## src/design/sca_ram.sv

```systemverilog
// ----------------------------------------------------------------------------
// sca_ram: generic single-port RAM
// One write and one read at the same address per cycle, read data registered.
// ----------------------------------------------------------------------------
`default_nettype none
module sca_ram #(
    parameter int WIDTH = 8,
    parameter int DEPTH = 16
) (
    input  wire logic                     clk,
    input  wire logic                     we,
    input  wire logic [$clog2(DEPTH)-1:0] addr,
    input  wire logic [WIDTH-1:0]         wdata,
    output logic      [WIDTH-1:0]         rdata
);
    logic [WIDTH-1:0] mem [DEPTH];

    always_ff @(posedge clk)
    begin
        if (we)
        begin
            mem[addr] <= wdata;
        end
        rdata <= mem[addr];
    end
endmodule
`default_nettype wire

```

## config.mk

```make
export PLATFORM = sky130hd
export DESIGN_NAME = sca_ram
export DESIGN_NICKNAME = d
export VERILOG_FILES = /design/src/design/sca_ram.sv
export SDC_FILE = /design/constraint.sdc
export NUM_CORES = 1
export LEC_CHECK = 0
export BUFFER_PORTS_ARGS = -buffer_cell sky130_fd_sc_hd__clkbuf_2
export CAP_MARGIN = 30
export CORE_ASPECT_RATIO = 1.4
export CORE_UTILIZATION = 35
export DETAILED_ROUTE_END_ITERATION = 7
export GPL_TIMING_DRIVEN = 0
export RECOVER_POWER = 50
export SLEW_MARGIN = 20
export SYNTH_ARGS = -nofsm -noshare
export SYNTH_HDL_FRONTEND = slang
export SYNTH_SLANG_ARGS = --single-unit
```

## constraint.sdc

```tcl
create_clock -name clk -period 3.3 [get_ports clk]
set_input_delay 0.495 -clock clk [delete_from_list [all_inputs] [get_ports clk]]
set_output_delay 0.495 -clock clk [all_outputs]
set_load 0.02 [all_outputs]
```

* After elaboration in Yosys (flattened, before gate mapping) *
Memory sizes are Yosys's and may differ from the RTL's. A register that Yosys moved wholly into a read port is not among the register bits.
Cells that the tools add are included.

storage, ports and cells
  register bits after elaboration = 0
  bits in writable memories = 128
  bits of input ports = 14
  output and inout port bits = 8
  logic and storage cells = 3
  memories = 1

operators by class
  multiplexer cells = 2

memories
  memory  words  bits a word  rd ports  clocked after memory_dff  wr ports  RTL line  RTL
  mem     16     8            1         1                         1         16        logic [WIDTH-1:0] mem [DEPTH];

operators with widths
  kind              number
  1-bit 2-to-1 mux  2

* Depth between registers and ports, before layout *
Gate-level depths: netlist (run 1).

  depth after elaboration = 2
  depth in mapped cells = 5
  depth with buffers taken out = 3

* Least setup slack after synthesis (run 1) *
Ideal clock, no wire load.

  kind = input port to flip-flop
  start point = input port addr[2]
  end point = memory mem[0][0], enable pin
  library setup time = 383 ps
  data arrival time = 1605 ps
  data required time = 2917 ps
  setup slack = 1312 ps
  cell stages on the path = 2
  path through = or3b_2 > nor3_1

RTL lines
  item             RTL line  RTL
  start, declared  12        input wire logic [$clog2(DEPTH)-1:0] addr,
  end, declared    16

Straight into the memory's write port.

* Worst setup path after layout (run 1) *
  start point = input port addr[1]
  end point = memory mem[11][3], enable pin

Straight into the memory's write port.

==> results.sh, run 1 <==
export IMPL_status="finished, final reports clean"
export IMPL_synth_edf_count=128
export IMPL_syn_inst=230
export IMPL_routed_wl_um=9720
export IMPL_drv_cap=0
export IMPL_drtIter0Drc=225
export IMPL_min_from="wdata[1]"
export IMPL_via_per_inst=5.00
export IMPL_synthesis_area_mm2=0.00507
export IMPL_cts_sink_count=136
export IMPL_critPathLaunch="addr[1]"
export IMPL_avgSynthCellArea_um2=22.0
export IMPL_rsz0062_at_grt="false"
export IMPL_yosysTopAreaCell="edfxtp_1"
export IMPL_clockBufferDepth=2
export IMPL_cp_arrival_ps=2180
export IMPL_synth_area_leaders="edfxtp_1 (76%), mux4_2 (14%), dfxtp_1 (3.2%), a22oi_1 (2.4%), nor2_1 (0.96%)"
export IMPL_track_usage_pct=14.2
export IMPL_grt_pass1_wl_um=14500
export IMPL_cts_resized=0
export IMPL_drc=0
export IMPL_clk_latency_ps=410
export IMPL_placed_area_mm2=0.00541
export IMPL_synth_warnings=0
export IMPL_post_cts_buffers=0
export IMPL_hpwl_um=6320
export IMPL_fin_skew_ps=9.02
export IMPL_rr_startpoint="mem[11][4]"
export IMPL_yosys_most_used_dff="edfxtp_1"
export IMPL_portBuffers=19
export IMPL_drive_gt1_share_pct=26.0
export IMPL_worst_pin_slew_ps=797
export IMPL_fin_ws_ps=1150
export IMPL_place_gp_congestion=0.850
export IMPL_max_freq_mhz=466
export IMPL_place_ws_ps=693
export IMPL_slew_violations=0
export IMPL_grt_pass1_vias=2384
export IMPL_synth_async_reset_ratio_pct=0
export IMPL_dr_pass1_iters=4
export IMPL_clkSlewWorstSetupHoldPaths_ps=60
export IMPL_initial_core_util_pct=36.1
export IMPL_p_per_area_mw_per_mm2=660
export IMPL_die_x_um=104
export IMPL_cp_start_kind="input pin"
export IMPL_antenna_left=0
export IMPL_grt_ovfl_total=0
export IMPL_io_pins=22
export IMPL_syn2layout_area_growth_pct=18.2
export IMPL_synth_fp_nets=244
export IMPL_instances_no_fill=466
export IMPL_cp_max_fo=10
export IMPL_cp_data_required_time_ps=3330
export IMPL_cts_buffers=17
export IMPL_critPathCaptureType="flop"
export IMPL_fin_area_mm2=0.00599
export IMPL_setup_tns_final_ps=0
export IMPL_diodes=0
export IMPL_slew_headroom_pct=46.7
export IMPL_antenna_found_initial=0
export IMPL_synth_top_area_share_pct=75.9
export IMPL_die_h_um=144
export IMPL_p_leak_nw=1.89
export IMPL_die_area_mm2=0.0150
export IMPL_rows=51
export IMPL_vdd_ir_drop_worst_mv=0.364
export IMPL_fin_crit_sh_pct=65.0
export IMPL_grt_max_degree=17
export IMPL_n_fill_cell=1234
export IMPL_cts_tree="built"
export IMPL_setup_violations=0
export IMPL_ys_seq_area_share_pct=79.0
export IMPL_core_area_mm2=0.0140
export IMPL_wl_per_cell_um=20.9
export IMPL_ys_types=18
export IMPL_hp_class="input pin to flop"
export IMPL_cts_htree_levels=4
export IMPL_hold_violations=0
export IMPL_clockRootBuffer="clkbuf_16"
export IMPL_criticalPathCategory="input pin to flop"
export IMPL_num_vias=2328
export IMPL_dp_cells=434
export IMPL_synth_seq_cells=136
export IMPL_post_route_min_period_ps=2150
export IMPL_ctsHoldBuffers=0
export IMPL_fin_nets=282
-- through the flow --
step / power, mW / hold WS, ps / util (%)
after floorplan: 2.09 / 594 / -
after global placement: 2.17 / 669 / 38.4
after detailed placement: 2.17 / 674 / 38.6
after CTS: 3.98 / 542 / 42.8
after global routing: 4.06 / 673 / 42.7
final: 3.95 / 660 / 42.7
-- kinds of logic after synthesis --
family / count (synthesis) / synth area share [%]
compound gates: 16 / 2.37
simple gates: 35 / 3.21
flops: 136 / 79.0
buf+inv: 11 / 1.19
mux: 32 / 14.2
-- cell type report --
| class | instances | area (um^2) | area share, % |
|---|---|---|---|
| flip-flops and latches | 136 | 4000 | 66.8 |
| well taps | 185 | 231 | 3.86 |
| clock buffers | 28 | 571 | 9.52 |
| clock inverters | 4 | 26.3 | 0.439 |
| plain buffers | 11 | 60.1 | 1.00 |
| multi-input cells | 83 | 1020 | 17.1 |
| repair buffers | 19 | 75.1 | 1.25 |
-- report_power, final --
| part | internal, mW | switching, mW |
|---|---|---|
| combinational | 0.0687 | 0.121 |
| clock | 1.18 | 0.646 |
| sequential | 1.93 | 0.00931 |
| total | 3.18 | 0.777 |
-- worst max-delay path: stages --
cell and delay [ps]:
buf_2 270, buf_1 490, nand2_1 250, nor2_1 670
-- registers in the layout, summed over array words and instances (netlist names) --
| register | count |
|---|---|
| mem | 128 |
| rdata | 8 |
-- cell usage in the layout, fill, tap and decap left out --
| cell type | synthesis | final |
|---|---|---|
| and2_1 | 1 | 1 |
| nor3_2 | 0 | 4 |
| a22oi_1 | 16 | 16 |
| clkbuf_1 | 2 | 22 |
| clkinv_2 | 0 | 2 |
| edfxtp_1 | 128 | 128 |
| nor2_1 | 13 | 13 |
| mux4_2 | 32 | 32 |
| buf_1 | 4 | 4 |
| nand2b_1 | 2 | 2 |
| clkbuf_16 | 0 | 20 |
| nor2b_1 | 2 | 2 |
| or3b_2 | 1 | 1 |
| nand2_1 | 9 | 9 |
| buf_2 | 2 | 2 |
| clkinv_4 | 0 | 1 |
| dfxtp_1 | 8 | 8 |
| clkbuf_2 | 1 | 4 |
| clkinvlp_4 | 0 | 1 |
| nand3_1 | 1 | 1 |
| buf_6 | 2 | 2 |
| clkbuf_8 | 0 | 4 |
| nand3b_1 | 2 | 2 |
-- path summary, 6_finish.rpt --
path / to / cells after the start / slack, ps
setup / recovery: mem[11][3] / 4 / 1150
hold / removal: mem[13][1] / 1 / 660
setup reg to reg: rdata[4] / 3 / 1900
hold reg to reg: rdata[0] / 3 / 680
-- Yosys cell counts (2+ instances only) --
library cell,instances
a22oi_1,16
buf_1,4
nor2_1,13
buf_2,2
mux4_2,32
edfxtp_1,128
nor2b_1,2
buf_6,2
nand2b_1,2
dfxtp_1,8
nand2_1,9
nand3b_1,2
clkbuf_1,2
nor3_1,4
-- layer usage --
metal / global-route usage [%] / share of wire, % / vias up
li1: - / - / 1033
met3: 4.51 / 5.3 / 11
met5: 0 / 0 / -
met2: 24.8 / 53 / 78
met4: 7.44 / 2.3 / 0
met1: 15.6 / 39 / 1206
Power figures use the tool's default switching activity.
==> run 2, diff against run 1 <==
--- a/config.mk
+++ b/config.mk
@@ -5,6 +5,7 @@
 export SDC_FILE = /design/constraint.sdc
 export NUM_CORES = 1
 export LEC_CHECK = 0
+export ABC_AREA = 1
 export BUFFER_PORTS_ARGS = -buffer_cell sky130_fd_sc_hd__clkbuf_2
 export CAP_MARGIN = 30
 export CORE_ASPECT_RATIO = 1.4
==> constraint.sdc (replaced) <==
create_clock -name clk -period 2.1 [get_ports clk]
set_input_delay 0.315 -clock clk [delete_from_list [all_inputs] [get_ports clk]]
set_output_delay 0.315 -clock clk [all_outputs]
set_load 0.02 [all_outputs]
==> run 2 against run 1 <==
Net effect:
- sequential power rose by 57%
- clock skew fell by 3.2 ps
- hold slack lost 200 ps
- flip-flop and latch count unchanged
- utilization fell by 1.2 points
- die area increased by 10%
- non-clock buffer count grew 11
- critical endpoint is now mem[10][3]
- via count increased by 58%
- critical path type unchanged
- wire length up 28%
==> results.sh, run 2 <==
export IMPL_criticalPathCategory="input pin to flop"
export IMPL_drtIter0Drc=296
export IMPL_initial_core_util_pct=35.8
export IMPL_critPathLaunch="addr[1]"
export IMPL_synth_fp_nets=562
export IMPL_wl_per_cell_um=15.7
export IMPL_fin_skew_ps=5.79
export IMPL_clockRootBuffer="clkbuf_16"
export IMPL_worstReg2RegEnd="rdata[4]"
export IMPL_portBuffers=20
export IMPL_path_buf_inv=2
export IMPL_worst_pin_slew_ps=980
export IMPL_syn_inst=548
export IMPL_synth_top_area_share_pct=68.7
export IMPL_min_from="addr[1]"
export IMPL_fin_area_mm2=0.00647
export IMPL_cp_max_fo=10
export IMPL_antenna_found_initial=0
export IMPL_critPathSlowestCell="nor2_1"
export IMPL_status="finished, final reports clean"
export IMPL_drive_gt1_share_pct=8.83
export IMPL_track_usage_pct=16.6
export IMPL_fin_crit_sh_pct=87.4
export IMPL_cts_resized=0
export IMPL_synth_async_reset_ratio_pct=0
export IMPL_rr_startpoint="mem[3][4]"
export IMPL_grt_pass1_vias=3516
export IMPL_p_per_area_mw_per_mm2=950
export IMPL_cp_arrival_ps=1870
export IMPL_setup_violations=0
export IMPL_placed_area_mm2=0.00594
export IMPL_hp_class="input pin to flop"
export IMPL_swShare_pct=22.3
export IMPL_top_regs="mem x128, rdata x8"
export IMPL_r2r_slack_ps=1080
export IMPL_final_cell_mix="nand2_1 (346), edfxtp_1 (128), clkbuf_1 (21), inv_1 (21), nor2_1 (18)"
export IMPL_vdd_ir_drop_worst_mv=0.367
export IMPL_via_per_inst=4.61
export IMPL_die_x_um=109
export IMPL_synth_warnings=0
export IMPL_yosysTopAreaCell="edfxtp_1"
export IMPL_setup_tns_final_ps=0
export IMPL_critPathCaptureType="flop"
export IMPL_rsz0062_at_grt="false"
export IMPL_syn2layout_area_growth_pct=15.7
export IMPL_post_route_min_period_ps=1840
export IMPL_die_h_um=152
export IMPL_slowest_delay_ps=670
export IMPL_grt_max_degree=17
export IMPL_cts_htree_levels=4
export IMPL_drc=0
export IMPL_cp_data_required_time_ps=2140
export IMPL_max_freq_mhz=545
export IMPL_core_area_mm2=0.0156
export IMPL_synth_seq_cells=136
export IMPL_io_pins=22
export IMPL_ctsHoldBuffers=0
export IMPL_power_net_switching_mw=1.37
export IMPL_die_area_mm2=0.0165
export IMPL_crit_chain="buf_2 > clkbuf_1 > nand3_1 > nor2_1"
export IMPL_total_power_mw=6.15
export IMPL_clkSlewWorstSetupHoldPaths_ps=60
export IMPL_diodes=0
export IMPL_crit_family="simple AND/OR/NAND/NOR gates"
export IMPL_synth_top_cells_by_count="nand2_1 (346), edfxtp_1 (128), inv_1 (21), nor2_1 (18), buf_2 (12)"
export IMPL_hold_violations=0
export IMPL_drv_cap=0
export IMPL_yosys_most_used_dff="edfxtp_1"
export IMPL_clockPowerShare_pct=44.1
export IMPL_slew_violations=0
export IMPL_power_internal_mw=4.78
export IMPL_timing_hold_ws_ps=458
export IMPL_n_fill_cell=1451
export IMPL_routed_wl_um=12500
export IMPL_dr_pass1_iters=5
export IMPL_cp_endpoint="mem[10][3]"
export IMPL_hpwl_um=8380
export IMPL_path_depth=4
export IMPL_largest_register="mem"
export IMPL_cp_start_kind="input pin"
export IMPL_clk_latency_ps=410
export IMPL_cts_tree="built"
export IMPL_synth_area_leaders="edfxtp_1 (69%), nand2_1 (23%), dfxtp_1 (2.9%), inv_1 (1.4%), nor2_1 (1.2%)"
export IMPL_antenna_left=0
export IMPL_num_vias=3669
export IMPL_p_leak_nw=2.73
export IMPL_synth_edf_count=128
export IMPL_cts_buffers=17
export IMPL_synthesis_area_mm2=0.00559
export IMPL_clockBufferDepth=2
export IMPL_ys_types=11
export IMPL_synth_most_common_cell="nand2_1"
export IMPL_rr_worst_depth=8
export IMPL_cts_sink_count=136
export IMPL_fin_nets=601
export IMPL_grt_ovfl_total=0
export IMPL_post_cts_buffers=0
export IMPL_final_common_cell="nand2_1"
export IMPL_ys_seq_area_share_pct=71.6
export IMPL_slew_headroom_pct=34.6
export IMPL_combPwrFrac_pct=6.3
export IMPL_pwr_share_seq_pct=49.6
export IMPL_rows=54
export IMPL_largest_register_ffs=128
export IMPL_place_gp_congestion=0.871
export IMPL_grt_pass1_wl_um=19200
export IMPL_avgSynthCellArea_um2=10.2
==> run 2: cell types whose count changed in the layout (fill, tap and decap cells not counted), sizes merged, moves of 2 or more <==
cell / previous run / this run
buf: 8 / 18
nand2: 9 / 346
nor2b: 2 / 0
mux4: 32 / 0
nand3b: 2 / 0
clkbuf: 50 / 46
clkinv: 3 / 6
nor2: 13 / 18
nor3: 4 / 0
nand3: 1 / 4
inv: 0 / 25
a22oi: 16 / 0
nand2b: 2 / 0
==> run 2: power by group through the flow <==
stage	Combinational, mW	Sequential, mW	Clock, mW
floorplan	0.209	3.13	0
global placement	0.394	3.11	0
detailed placement	0.395	3.11	0
CTS	0.397	3.05	2.74
global route	0.434	3.06	2.84
finish	0.387	3.05	2.71
==> run 2: how the worst min path moves through the flow <==
stage	end	depth (start not counted)
after floorplan	mem[0][0]	0
after global placement	rdata[7]	8
after detailed placement	rdata[0]	8
after CTS	mem[14][1]	1
after global routing	rdata[0]	7
final	rdata[0]	7
==> run 2: cell families after synthesis <==
family / after synthesis / synth area share, %
flops: 136 / 71.6
buf+inv: 44 / 3.62
simple gates: 368 / 24.8
==> run 2: layout make-up <==
| class | instances | area [um^2] | share of cell area [%] |
|---|---|---|---|
| Buffer | 21 | 116 | 1.80 |
| Tap cell | 196 | 245 | 3.79 |
| Sequential cell | 136 | 4000 | 61.9 |
| Clock buffer | 23 | 488 | 7.54 |
| Clock inverter | 9 | 66.3 | 1.02 |
| Multi-Input combinational cell | 368 | 1390 | 21.4 |
| Inverter | 23 | 86.3 | 1.33 |
| Timing Repair Buffer | 20 | 80.1 | 1.24 |
==> run 2: metal layers <==
metal / wire, um / vias up / GRT usage (%)
met3: 536 / 35 / 3.68
li1: - / 1829 / -
met2: 6340 / 106 / 28.5
met1: 5130 / 1699 / 19.1
met4: 481 / 0 / 8.58
met5: 0 / - / 0
==> run 2: through the flow <==
step / cells / worst slack, ps / utilization (%)
final: 796 / 264 / 41.5
after global routing: 796 / 136 / 41.5
after CTS: 796 / 284 / 41.6
after detailed placement: 764 / -139 / 38.0
after global placement: 764 / -129 / 38.0
after floorplan: 548 / 408 / -
==> run 2: tightest hold or removal path, cell delays in order <==
cell and delay, ps:
buf_2 170, nand2_1 90, nand2_1 50, nand2_1 60, nand2_1 50, inv_1 40
nand2_1 40
==> run 3, diff against run 2 <==
--- a/config.mk
+++ b/config.mk
@@ -11,7 +11,6 @@
 export CORE_ASPECT_RATIO = 1.4
 export CORE_UTILIZATION = 35
 export DETAILED_ROUTE_END_ITERATION = 7
-export GPL_TIMING_DRIVEN = 0
 export RECOVER_POWER = 50
 export SLEW_MARGIN = 20
 export SYNTH_ARGS = -nofsm -noshare
==> run 3 against run 2 <==
Net effect:
- sequential power hardly changed
- clock skew is 0.72 ps higher
- design area is 2.5% higher
- count of clock-buffer cells in the layout is 5 lower
- non-clock buffer count is 6 higher
- flip-flop and latch count stayed put
- via count is 0.16% higher
==> results.sh, run 3 (synthesis gave the netlist of run 2 again) <==
export IMPL_top_regs="mem x128, rdata x8"
export IMPL_critPathCaptureType="flop"
export IMPL_rr_worst_depth=8
export IMPL_cp_start_kind="input pin"
export IMPL_min_from="addr[2]"
export IMPL_die_h_um=152
export IMPL_syn2layout_area_growth_pct=18.6
export IMPL_largest_register_ffs=128
export IMPL_r2r_slack_ps=1110
export IMPL_final_common_cell="nand2_1"
export IMPL_status="finished, final reports clean"
export IMPL_core_area_mm2=0.0156
export IMPL_diodes=0
export IMPL_cts_buffers=17
export IMPL_vdd_ir_drop_worst_mv=0.478
export IMPL_grt_pass1_vias=3786
export IMPL_criticalPathCategory="input pin to flop"
export IMPL_antenna_found_initial=0
export IMPL_largest_register="mem"
export IMPL_worst_pin_slew_ps=953
export IMPL_dp_cells=770
export IMPL_track_usage_pct=17.1
export IMPL_timing_hold_ws_ps=478
export IMPL_max_freq_mhz=724
export IMPL_routed_wl_um=12700
export IMPL_drc=0
export IMPL_clk_latency_ps=410
export IMPL_cp_endpoint="mem[3][2]"
export IMPL_cts_resized=0
export IMPL_instances_no_fill=802
export IMPL_num_vias=3675
export IMPL_total_power_mw=6.58
export IMPL_multi_input_area_mm2=0.00139
export IMPL_slew_violations=0
export IMPL_cp_max_fo=21
export IMPL_crit_family="buffers and inverters"
export IMPL_cts_htree_levels=4
export IMPL_place_ws_ps=395
export IMPL_fin_util_pct=42.5
export IMPL_place_gp_congestion=0.888
export IMPL_cts_tree="built"
export IMPL_die_area_mm2=0.0165
export IMPL_drv_cap=0
export IMPL_fin_ws_ps=719
export IMPL_hp_class="input pin to flop"
export IMPL_clockBufferDepth=2
export IMPL_cp_data_required_time_ps=2160
export IMPL_die_x_um=109
export IMPL_antenna_left=0
export IMPL_fin_skew_ps=6.51
export IMPL_fin_nets=607
export IMPL_drtIter0Drc=318
export IMPL_p_per_area_mw_per_mm2=991
export IMPL_grt_max_degree=31
export IMPL_ctsHoldBuffers=0
export IMPL_drive_gt1_share_pct=11.6
export IMPL_path_buf_inv=2
export IMPL_slew_headroom_pct=36.5
export IMPL_post_route_min_period_ps=1380
export IMPL_via_per_inst=4.58
export IMPL_grt_pass1_wl_um=20100
export IMPL_rsz0062_at_grt="false"
export IMPL_io_pins=22
export IMPL_fin_crit_sh_pct=65.8
export IMPL_rr_startpoint="mem[5][1]"
export IMPL_final_cell_mix="nand2_1 (346), edfxtp_1 (128), buf_4 (25), inv_1 (21), nor2_1 (18)"
export IMPL_crit_chain="clkbuf_2 > nand3_1 > nor2_1 > clkbuf_1"
export IMPL_clkSlewWorstSetupHoldPaths_ps=60
export IMPL_clockRootBuffer="clkbuf_16"
export IMPL_post_cts_buffers=0
export IMPL_initial_core_util_pct=35.8
export IMPL_rows=54
export IMPL_ff_latch_area_mm2=0.00400
export IMPL_critPathLaunch="addr[1]"
export IMPL_grt_ovfl_total=0
export IMPL_setup_tns_final_ps=0
export IMPL_critPathSlowestCell="clkbuf_1"
export IMPL_fin_area_mm2=0.00664
export IMPL_cts_sink_count=136
export IMPL_portBuffers=21
export IMPL_worstReg2RegEnd="rdata[1]"
export IMPL_cp_arrival_ps=1440
export IMPL_dr_pass1_iters=5
export IMPL_setup_violations=0
export IMPL_hpwl_um=8570
export IMPL_p_leak_nw=2.84
export IMPL_n_fill_cell=1432
export IMPL_wl_per_cell_um=15.9
export IMPL_placed_area_mm2=0.00602
export IMPL_hold_violations=0
export IMPL_slowest_delay_ps=380
export IMPL_path_depth=4
## run 3: cell types whose count changed in the layout (fill, tap and decap cells not counted), moves of 4 or more
| cell | before | now |
|---|---|---|
| buf_4 | 6 | 25 |
| buf_2 | 12 | 0 |
| clkbuf_1 | 21 | 10 |
| clkbuf_2 | 4 | 13 |
| bufinv_16 | 0 | 4 |
| clkbuf_8 | 4 | 0 |
## run 3: how the worst min path moves through the flow
| stage | cells past startpoint | slack (ps) | endpoint |
|---|---|---|---|
| detailed placement | 8 | 700 | rdata[4] |
| finish | 7 | 480 | rdata[4] |
| CTS | 1 | 410 | mem[9][3] |
| global placement | 8 | 710 | rdata[5] |
| global route | 7 | 510 | rdata[4] |
| floorplan | 0 | 410 | mem[0][0] |
## run 3: power breakdown
| part | internal (mW) | switching [mW] | leakage (nW) |
|---|---|---|---|
| Combinational | 0.103 | 0.284 | 1.31 |
| Clock | 2.00 | 1.14 | 0.301 |
| Sequential | 3.04 | 0.0177 | 1.22 |
| Total | 5.14 | 1.44 | 2.84 |
## run 3: worst min-delay path, delay by kind of cell
| kind | cells | cell delay (ps) |
|---|---|---|
| buffers and inverters | 3 | 330 |
| AND/OR/NAND/NOR | 4 | 200 |
## run 3: metal layers
metal  vias up  share of wire (%)  track usage [%]
li1       1840                  -                -
met1      1734                 40             20.0
met2        88                 54             29.9
met3        13                4.1             3.29
met4         0                1.6             7.91
met5         -                  0                0
## run 3: final cells by class
class / instances / share of cell area [%]
clock buffer: 18 / 6.47
clock inverter: 14 / 2.98
inverter: 23 / 1.30
multi-input combinational: 368 / 20.9
sequential: 136 / 60.3
tap: 196 / 3.70
timing repair buffer: 47 / 4.32
